<file path="src/rtl/lsra_pkg.sv">
// Package for the linear scan register allocator.
// Holds sizes, register class constants, the sequencer state type and the item and result structs.
`default_nettype none
package lsra_pkg;
    localparam int REGS = 16;
    localparam int RIDX = $clog2(REGS);
    localparam int MAX_SLOTS = 4096;
    localparam int POS_BITS = 16;
    localparam logic [16:0] SLOT_FIRST = -17'sd8;
    localparam logic [16:0] SLOT_FLOOR = 17'(-8 - 8 * MAX_SLOTS);
    localparam logic [REGS-1:0] GP_AVAIL = REGS'(32'hFFCF);
    localparam logic [REGS-1:0] XMM_AVAIL = REGS'(32'hFFFF);
    localparam logic [REGS-1:0] CALLEE_GP_SYSV = REGS'(32'hF008);
    localparam logic [REGS-1:0] CALLEE_GP_WIN = REGS'(32'hF0C8);
    localparam logic [REGS-1:0] CALLEE_XMM_SYSV = REGS'(32'h0000);
    localparam logic [REGS-1:0] CALLEE_XMM_WIN = REGS'(32'hFFC0);

    typedef enum logic [2:0] {
        ST_IDLE,
        ST_EXPIRE,
        ST_PICK,
        ST_SEARCH,
        ST_OUT
    } state_t;

    typedef struct packed {
        logic [15:0] range_id;
        logic        granted;
        logic [3:0]  granted_reg;
        logic [16:0] spill_offset;
        logic        evicted;
        logic [15:0] evicted_id;
        logic [16:0] evicted_offset;
        logic [31:0] callee_used_mask;
        logic [15:0] spill_bytes;
    } result_t;

    typedef struct packed {
        logic        new_function;
        logic [15:0] range_id;
        logic [15:0] start_pos;
        logic [15:0] end_pos;
        logic        is_float;
        logic [4:0]  preferred_reg;
    } item_t;
endpackage
`default_nettype wire

</file>
<file path="src/rtl/lsra_if.sv">
// Valid/ready channel interfaces, each carrying one payload.
// Payload type comes from lsra_pkg.
`default_nettype none
interface lsra_in_if;
    logic valid;
    logic ready;
    lsra_pkg::item_t data;
    modport source (output valid, output data, input ready);
    modport sink (input valid, input data, output ready);
    modport monitor (input valid, input data, input ready);
endinterface

interface lsra_out_if;
    logic valid;
    logic ready;
    lsra_pkg::result_t data;
    modport source (output valid, output data, input ready);
    modport sink (input valid, input data, output ready);
    modport monitor (input valid, input data, input ready);
endinterface
`default_nettype wire

</file>
<file path="src/rtl/linear_scan_register_allocator_unit.sv">
// Steps: every table entry is checked for expiry, then a free register is picked
// (preferred if free, else the lowest free non-callee-saved, else the lowest free);
// when the class is full, the valid entries are searched for the latest-ending one.
// Each step examines one registered table read per cycle. One interval at a time:
// ready only while idle, so a new interval is taken only after the last result is accepted.
// Reset clears valid bits and the usage mask, refills the free masks and resets the slot counter.
`default_nettype none
module linear_scan_register_allocator_unit (
    input  wire logic clk,
    input  wire logic rst_n,
    input  wire logic cfg_we,
    input  wire logic cfg_wdata,
    lsra_in_if.sink   in_ch,
    lsra_out_if.source out_ch
);
    localparam int R = lsra_pkg::REGS;
    localparam int RI = lsra_pkg::RIDX;
    localparam int PB = lsra_pkg::POS_BITS;

    lsra_pkg::state_t state_reg, state_next;
    logic abi_reg;
    lsra_pkg::item_t item_reg;
    lsra_pkg::result_t res_reg, res_next;
    logic [R-1:0] gv_reg, gv_next, xv_reg, xv_next;
    logic [R-1:0] gf_reg, gf_next, xf_reg, xf_next;
    logic [15:0] gid_mem [R];
    logic [PB-1:0] gend_mem [R];
    logic [15:0] xid_mem [R];
    logic [PB-1:0] xend_mem [R];
    logic [15:0] gid_rd_reg, xid_rd_reg;
    logic [PB-1:0] gend_rd_reg, xend_rd_reg;
    logic [16:0] slot_reg, slot_next;
    logic [31:0] used_reg, used_next;
    logic [RI:0] cnt_reg, cnt_next;
    logic cand_ok_reg, cand_ok_next;
    logic [RI-1:0] cand_reg, cand_next;
    logic [PB-1:0] cend_reg, cend_next;
    logic [15:0] cid_reg, cid_next;
    logic wr_en;
    logic [RI-1:0] wr_idx;

    logic [RI-1:0] ci;
    logic [RI-1:0] pi;
    logic [PB-1:0] start, endp;
    logic [R-1:0] freem, callee, valid_c, pick_pool;
    logic [RI-1:0] low_reg;
    logic [RI-1:0] grant_r;
    logic [15:0] sel_id;
    logic [PB-1:0] sel_end;
    logic [16:0] slot_after;

    assign ci = cnt_reg[RI-1:0];
    assign pi = ci - 1'b1;
    assign start = item_reg.start_pos[PB-1:0];
    assign endp = item_reg.end_pos[PB-1:0];
    assign freem = item_reg.is_float ? xf_reg : gf_reg;
    assign valid_c = item_reg.is_float ? xv_reg : gv_reg;
    assign callee = item_reg.is_float
        ? (abi_reg ? lsra_pkg::CALLEE_XMM_WIN : lsra_pkg::CALLEE_XMM_SYSV)
        : (abi_reg ? lsra_pkg::CALLEE_GP_WIN : lsra_pkg::CALLEE_GP_SYSV);
    assign pick_pool = ((freem & ~callee) != '0) ? (freem & ~callee) : freem;
    assign sel_id = item_reg.is_float ? xid_rd_reg : gid_rd_reg;
    assign sel_end = item_reg.is_float ? xend_rd_reg : gend_rd_reg;
    assign slot_after = (slot_reg != lsra_pkg::SLOT_FLOOR) ? slot_reg - 17'd8 : slot_reg;

    always_comb
    begin
        low_reg = '0;
        for (int i = R - 1; i >= 0; i--)
        begin
            if (pick_pool[i])
            begin
                low_reg = RI'(i);
            end
        end
    end

    always_ff @(posedge clk or negedge rst_n)
    begin
        if (!rst_n)
        begin
            abi_reg <= 1'b0;
        end
        else if (cfg_we)
        begin
            abi_reg <= cfg_wdata;
        end
    end

    always_ff @(posedge clk or negedge rst_n)
    begin
        if (!rst_n)
        begin
            state_reg <= lsra_pkg::ST_IDLE;
            gv_reg <= '0;
            xv_reg <= '0;
            gf_reg <= lsra_pkg::GP_AVAIL;
            xf_reg <= lsra_pkg::XMM_AVAIL;
            slot_reg <= lsra_pkg::SLOT_FIRST;
            used_reg <= '0;
            cnt_reg <= '0;
            cand_ok_reg <= 1'b0;
        end
        else
        begin
            state_reg <= state_next;
            gv_reg <= gv_next;
            xv_reg <= xv_next;
            gf_reg <= gf_next;
            xf_reg <= xf_next;
            slot_reg <= slot_next;
            used_reg <= used_next;
            cnt_reg <= cnt_next;
            cand_ok_reg <= cand_ok_next;
        end
    end

    always_ff @(posedge clk)
    begin
        cand_reg <= cand_next;
        cend_reg <= cend_next;
        cid_reg <= cid_next;
        res_reg <= res_next;
        gid_rd_reg <= gid_mem[ci];
        gend_rd_reg <= gend_mem[ci];
        xid_rd_reg <= xid_mem[ci];
        xend_rd_reg <= xend_mem[ci];
        if (in_ch.valid && in_ch.ready)
        begin
            item_reg <= in_ch.data;
        end
        if (wr_en)
        begin
            if (item_reg.is_float)
            begin
                xid_mem[wr_idx] <= item_reg.range_id;
                xend_mem[wr_idx] <= endp;
            end
            else
            begin
                gid_mem[wr_idx] <= item_reg.range_id;
                gend_mem[wr_idx] <= endp;
            end
        end
    end

    always_comb
    begin
        state_next = state_reg;
        gv_next = gv_reg;
        xv_next = xv_reg;
        gf_next = gf_reg;
        xf_next = xf_reg;
        slot_next = slot_reg;
        used_next = used_reg;
        cnt_next = cnt_reg;
        cand_ok_next = cand_ok_reg;
        cand_next = cand_reg;
        cend_next = cend_reg;
        cid_next = cid_reg;
        res_next = res_reg;
        wr_en = 1'b0;
        wr_idx = '0;
        grant_r = '0;
        in_ch.ready = (state_reg == lsra_pkg::ST_IDLE);
        out_ch.valid = (state_reg == lsra_pkg::ST_OUT);
        unique case (state_reg)
            lsra_pkg::ST_IDLE:
            begin
                if (in_ch.valid)
                begin
                    cnt_next = '0;
                    state_next = lsra_pkg::ST_EXPIRE;
                    if (in_ch.data.new_function)
                    begin
                        gv_next = '0;
                        xv_next = '0;
                        gf_next = lsra_pkg::GP_AVAIL;
                        xf_next = lsra_pkg::XMM_AVAIL;
                        slot_next = lsra_pkg::SLOT_FIRST;
                        used_next = '0;
                    end
                end
            end
            lsra_pkg::ST_EXPIRE:
            begin
                if (cnt_reg != '0)
                begin
                    if (gv_reg[pi] && gend_rd_reg < start)
                    begin
                        gv_next[pi] = 1'b0;
                        gf_next[pi] = gf_reg[pi] | lsra_pkg::GP_AVAIL[pi];
                    end
                    if (xv_reg[pi] && xend_rd_reg < start)
                    begin
                        xv_next[pi] = 1'b0;
                        xf_next[pi] = xf_reg[pi] | lsra_pkg::XMM_AVAIL[pi];
                    end
                end
                cnt_next = cnt_reg + 1'b1;
                if (cnt_reg == (RI+1)'(R))
                begin
                    state_next = lsra_pkg::ST_PICK;
                end
            end
            lsra_pkg::ST_PICK:
            begin
                res_next = '0;
                res_next.range_id = item_reg.range_id;
                res_next.callee_used_mask = used_reg;
                res_next.spill_bytes = 16'(-slot_reg - 17'd8);
                cnt_next = '0;
                cand_ok_next = 1'b0;
                if (freem != '0)
                begin
                    if (item_reg.preferred_reg < 5'(R) && freem[item_reg.preferred_reg[RI-1:0]])
                    begin
                        grant_r = item_reg.preferred_reg[RI-1:0];
                    end
                    else
                    begin
                        grant_r = low_reg;
                    end
                    wr_en = 1'b1;
                    wr_idx = grant_r;
                    if (item_reg.is_float)
                    begin
                        xf_next[grant_r] = 1'b0;
                        xv_next[grant_r] = 1'b1;
                    end
                    else
                    begin
                        gf_next[grant_r] = 1'b0;
                        gv_next[grant_r] = 1'b1;
                    end
                    if (callee[grant_r])
                    begin
                        used_next[{item_reg.is_float, 4'(grant_r)}] = 1'b1;
                    end
                    res_next.granted = 1'b1;
                    res_next.granted_reg = 4'(grant_r);
                    res_next.callee_used_mask = used_next;
                    state_next = lsra_pkg::ST_OUT;
                end
                else
                begin
                    state_next = lsra_pkg::ST_SEARCH;
                end
            end
            lsra_pkg::ST_SEARCH:
            begin
                if (cnt_reg == (RI+1)'(R + 1))
                begin
                    if (cand_ok_reg && cend_reg > endp)
                    begin
                        grant_r = cand_reg;
                        wr_en = 1'b1;
                        wr_idx = cand_reg;
                        res_next.evicted = 1'b1;
                        res_next.evicted_id = cid_reg;
                        res_next.evicted_offset = slot_reg;
                        res_next.granted = 1'b1;
                        res_next.granted_reg = 4'(cand_reg);
                        if (callee[cand_reg])
                        begin
                            used_next[{item_reg.is_float, 4'(cand_reg)}] = 1'b1;
                        end
                    end
                    else
                    begin
                        res_next.spill_offset = slot_reg;
                    end
                    slot_next = slot_after;
                    res_next.spill_bytes = 16'(-slot_after - 17'd8);
                    res_next.callee_used_mask = used_next;
                    state_next = lsra_pkg::ST_OUT;
                end
                else
                begin
                    if (cnt_reg != '0 && valid_c[pi] && (!cand_ok_reg || sel_end > cend_reg))
                    begin
                        cand_ok_next = 1'b1;
                        cand_next = pi;
                        cend_next = sel_end;
                        cid_next = sel_id;
                    end
                    cnt_next = cnt_reg + 1'b1;
                end
            end
            lsra_pkg::ST_OUT:
            begin
                if (out_ch.ready)
                begin
                    state_next = lsra_pkg::ST_IDLE;
                end
            end
            default:
            begin
                state_next = lsra_pkg::ST_IDLE;
            end
        endcase
    end

    assign out_ch.data = res_reg;
endmodule
`default_nettype wire

</file>
<file path="src/flat_wrapper.sv">
// flat-port wrapper written by rule: the top's interface ports become plain ports
module linear_scan_register_allocator_unit_flat 
  (clk, rst_n, cfg_we, cfg_wdata, in_ch_valid, in_ch_data, in_ch_ready, out_ch_valid, out_ch_data, out_ch_ready);
  lsra_in_if in_ch_i ();
  lsra_out_if out_ch_i ();
  input  wire logic clk;
  input  wire logic rst_n;
  input  wire logic cfg_we;
  input  wire logic cfg_wdata;
  input wire logic [$bits(in_ch_i.valid)-1:0] in_ch_valid;
  input wire logic [$bits(in_ch_i.data)-1:0] in_ch_data;
  output wire logic [$bits(in_ch_i.ready)-1:0] in_ch_ready;
  output wire logic [$bits(out_ch_i.valid)-1:0] out_ch_valid;
  output wire logic [$bits(out_ch_i.data)-1:0] out_ch_data;
  input wire logic [$bits(out_ch_i.ready)-1:0] out_ch_ready;
  assign in_ch_i.valid = in_ch_valid;
  assign in_ch_i.data = in_ch_data;
  assign in_ch_ready = in_ch_i.ready;
  assign out_ch_valid = out_ch_i.valid;
  assign out_ch_data = out_ch_i.data;
  assign out_ch_i.ready = out_ch_ready;
  linear_scan_register_allocator_unit u_core (.clk(clk), .rst_n(rst_n), .cfg_we(cfg_we), .cfg_wdata(cfg_wdata), .in_ch(in_ch_i), .out_ch(out_ch_i));
endmodule
</file>
<file path="config.mk">
export PLATFORM = sky130hd
export DESIGN_NAME = linear_scan_register_allocator_unit_flat
export DESIGN_NICKNAME = d
export VERILOG_FILES = /design/src/rtl/lsra_pkg.sv /design/src/rtl/lsra_if.sv /design/src/rtl/linear_scan_register_allocator_unit.sv /design/src/flat_wrapper.sv
export SDC_FILE = /design/constraint.sdc
export NUM_CORES = 2
export LEC_CHECK = 0
export ABC_AREA = 1
export BUFFER_PORTS_ARGS = -buffer_cell sky130_fd_sc_hd__buf_4
export CAP_MARGIN = 20
export CORE_AREA = 2 2 441 443
export DETAILED_ROUTE_END_ITERATION = 10
export DIE_AREA = 0 0 443 445
export GPL_TIMING_DRIVEN = 0
export HOLD_SLACK_MARGIN = 0.02
export PLACE_DENSITY = 0.54
export RECOVER_POWER = 100
export REMOVE_ABC_BUFFERS = 1
export SLEW_MARGIN = 15
export SYNTH_ARGS = -nofsm -noshare
export SYNTH_HDL_FRONTEND = slang
export SYNTH_SLANG_ARGS = --single-unit
</file>
<file path="constraint.sdc">
create_clock -name clk -period 5.7 [get_ports clk]
set_input_delay 0 -clock clk [delete_from_list [all_inputs] [get_ports clk]]
set_output_delay 0 -clock clk [all_outputs]
set_load 0.005 [all_outputs]
</file>
==> impl_metrics.env <==
export IMPL_status="finished, violations left"
export IMPL_violations="capacitance limit, slew limit"
export IMPL_worstPathCellList="buf_12 -> buf_16 -> inv_8 -> buf_16 -> ha_1 -> xnor2_2 -> inv_1 -> nor2_1 -> inv_1 -> o21ai_0 -> a211oi_1 -> o41ai_1 -> nand2_1 -> nor2_4 -> o21ai_1"
export IMPL_syn_avg_cell_area_um2=11.7
export IMPL_finalCriticalPeriod_ns=5.49
export IMPL_cp_end_kind="flop"
export IMPL_syn_cell_area_um2=57400
export IMPL_synth_largest_area_cell="edfxtp_1"
export IMPL_vias_per_cell=5.04
export IMPL_synth_seq_area_share=0.716
export IMPL_required_ns=6.32
export IMPL_cts_tree="done"
export IMPL_drv_slew=301
export IMPL_synth_distinct_cells=55
export IMPL_fmax_mhz=182
export IMPL_hp_class="in -> reg"
export IMPL_combinationalPowerShare=0.267
export IMPL_synth_top_cells_by_area="edfxtp_1 64%, o21ai_0 5.9%, nand2_1 4.8%, nor2_1 4.6%, dfrtp_1 3.3%"
export IMPL_drc=0
export IMPL_grt_pass1_wl_um=250000
export IMPL_initial_core_util=0.299
export IMPL_tightest_slew_ns=3.62
export IMPL_die_w_um=443
export IMPL_area_growth_pct=24.0
export IMPL_drive_gt1_frac=0.135
export IMPL_final_cells=7927
export IMPL_switchingPower_mw=11.0
export IMPL_slew_headroom=-1.41
export IMPL_p_int_mw=21.6
export IMPL_cts_root_buf="clkbuf_16"
export IMPL_die_area_um2=197000
export IMPL_slowest_delay_ns=0.77
export IMPL_grt_max_degree=127
export IMPL_antenna_found_initial=2
export IMPL_wirelength_um=173000
export IMPL_layout_nets=5400
export IMPL_num_vias=39900
export IMPL_hold_viol_final=0
export IMPL_period_share=0.963
export IMPL_layout_commonest_cell="edfxtp_1"
export IMPL_grt_use_total=0.169
export IMPL_worst_path_max_fanout=100
export IMPL_ys_ff_latch=1409
export IMPL_routedWlPerCell_um=21.8
export IMPL_power_share_clock=0.315
export IMPL_die_h_um=445
export IMPL_synth_top_area_share=0.641
export IMPL_first_iter_violations=4700
export IMPL_clk_pin_slew_worst_paths_ns=0.06
export IMPL_placed_cells=7442
export IMPL_maxCapViolCount=4
export IMPL_powerDensity_nw_per_um2=458
export IMPL_worst_path_max_delay_cell="dfrtp_4"
export IMPL_setup_viol=0
export IMPL_io_buffers=173
export IMPL_grt_pass1_vias=38000
export IMPL_yosys_warnings=0
export IMPL_p_leak_nw=25.2
export IMPL_dp_final_hpwl_um=105000
export IMPL_floorplan_rows=161
export IMPL_dr_pass1_iters=7
export IMPL_power_switching_share=0.338
export IMPL_grt_remaining_overflow=0
export IMPL_numCtsBuffers=153
export IMPL_worstPathArrival_ns=6.11
export IMPL_synthCells=4895
export IMPL_fp_coreArea_um2=192000
export IMPL_place_gp_congestion=0.833
export IMPL_h_tree_depth=4
export IMPL_start_kind="flop"
export IMPL_io_pin_count=183
export IMPL_ant_nets=0
export IMPL_skew_ns=0.0653
export IMPL_cts_sinks=1409
export IMPL_clock_latency_ns=0.80
export IMPL_clockBufferDepth=3
export IMPL_max_vdd_ir_drop_mv=0.329
export IMPL_final_cell_mix="1,225 x edfxtp_1, 726 x nand2_1, 674 x o21ai_0, 668 x nor2_1, 258 x inv_1"
export IMPL_path_class="reg -> reg"
export IMPL_power_frac_seq=0.418
export IMPL_setup_tns_final_ns=0
logic make-up (layout without fill, tap and decap cells):
logic type,after synthesis,after routing,share of synthesized area
XOR/XNOR,3,3,0.000589
adder cells (fa/ha/maj),70,70,0.0153
buffers and inverters,565,1062,0.0380
AO/OA/AOI/OAI,1176,1176,0.113
flip-flops,1409,1409,0.716
other,1,10,0.0000653
AND/OR/NAND/NOR,1671,1671,0.117
power groups by stage:
| stage | Sequential [mW] | Combinational, mW | Clock [mW] |
|---|---|---|---|
| final | 13.6 | 8.69 | 10.3 |
| after global routing | 13.7 | 9.65 | 10.9 |
| after CTS | 13.7 | 8.64 | 10.5 |
| after detailed placement | 13.9 | 8.46 | 0 |
| after global placement | 14.4 | 6.77 | 0 |
| after floorplan | 13.8 | 4.99 | 0 |
metrics by stage:
| stage | power [mW] | instance area (µm²) | hold WS (ns) | utilization | setup slack (ns) |
|---|---|---|---|---|---|
| floorplan | 18.8 | 56300 | -0.296 | - | -20.27 |
| global placement | 21.2 | 60800 | 0.178 | 0.316 | -59.62 |
| detailed placement | 22.4 | 64000 | 0.00454 | 0.334 | -0.468 |
| CTS | 32.8 | 71000 | 0.0224 | 0.370 | 0.0543 |
| global route | 34.3 | 71200 | 0.0647 | 0.371 | -0.0375 |
| finish | 32.6 | 71200 | 0.0537 | 0.371 | 0.208 |
synthesized netlist by cell type (all sizes together):
cell / instances
a211oi: 9
a21o: 3
a21oi: 103
a221oi: 2
a22oi: 1
a31oi: 47
a32oi: 4
and2: 2
buf: 44
clkbuf: 243
clkinv: 3
conb: 1
dfrtp: 76
dfstp: 44
dfxtp: 64
edfxtp: 1225
ha: 70
inv: 275
nand2: 734
nand3: 101
nand3b: 3
nand4: 72
nor2: 717
nor3: 33
nor3b: 1
nor4: 5
o211ai: 8
o21a: 2
o21ai: 726
o21bai: 3
o221ai: 5
o22ai: 260
o31ai: 2
o41ai: 1
or2: 3
xnor2: 1
xor2: 2
per-layer routing:
| layer | part of all wire | GRT usage |
|---|---|---|
| met3 | 0.073 | 0.0291 |
| met2 | 0.45 | 0.265 |
| met1 | 0.44 | 0.236 |
| met5 | 0 | 0 |
| met4 | 0.035 | 0.0604 |
area by class of cell:
class                           instances  area, µm²
Inverter                              278       1070
Clock buffer                          202       4180
Multi-Input combinational cell       2929      14500
Clock inverter                         84       1060
Antenna cell                            1       2.50
Fill cell                           18400     121000
Sequential cell                      1409      41100
Tap cell                             2526       3160
Timing Repair Buffer                  498       6090
what timing repair did:
item | in CTS | in global routing
setup buffers | 51 | 28
hold buffers | 117 | 0
endpoints found under the setup margin | 982 | 359
pin swaps | 18 | 9
resized for setup | 2 | 4
endpoints found under the hold margin | 232 | 0
path summary, 6_finish.rpt:
kind | end | depth (start not counted) | slack [ns] | start
worst max-delay path | u_core.gv_reg[13] | 15 | 0.21 | u_core.cnt_reg[1]
worst min-delay path | u_core.endp[9] | 2 | 0.05 | in_ch_data[15]
worst max register to register | u_core.gv_reg[13] | 15 | 0.21 | u_core.cnt_reg[1]
worst min register to register | u_core.out_ch.data[36] | 0 | 0.42 | u_core.used_reg[20]
max in group asynchronous | u_core.gv_reg[8] | 4 | 0.95 | rst_n
min in group asynchronous | u_core.slot_reg[12] | 3 | 0.95 | rst_n
critical path: cells and delay by family (launching register included):
kind,cells,cell delay [ns]
AOI/OAI and AO/OA,4,1.15
xor gates and xnor gates,1,0.36
adders and majority gates,1,0.30
buffers and inverters,6,1.43
DFF,1,0.77
and+or+nand+nor,3,1.18
No activity file was read; power rests on OpenSTA's default activity.
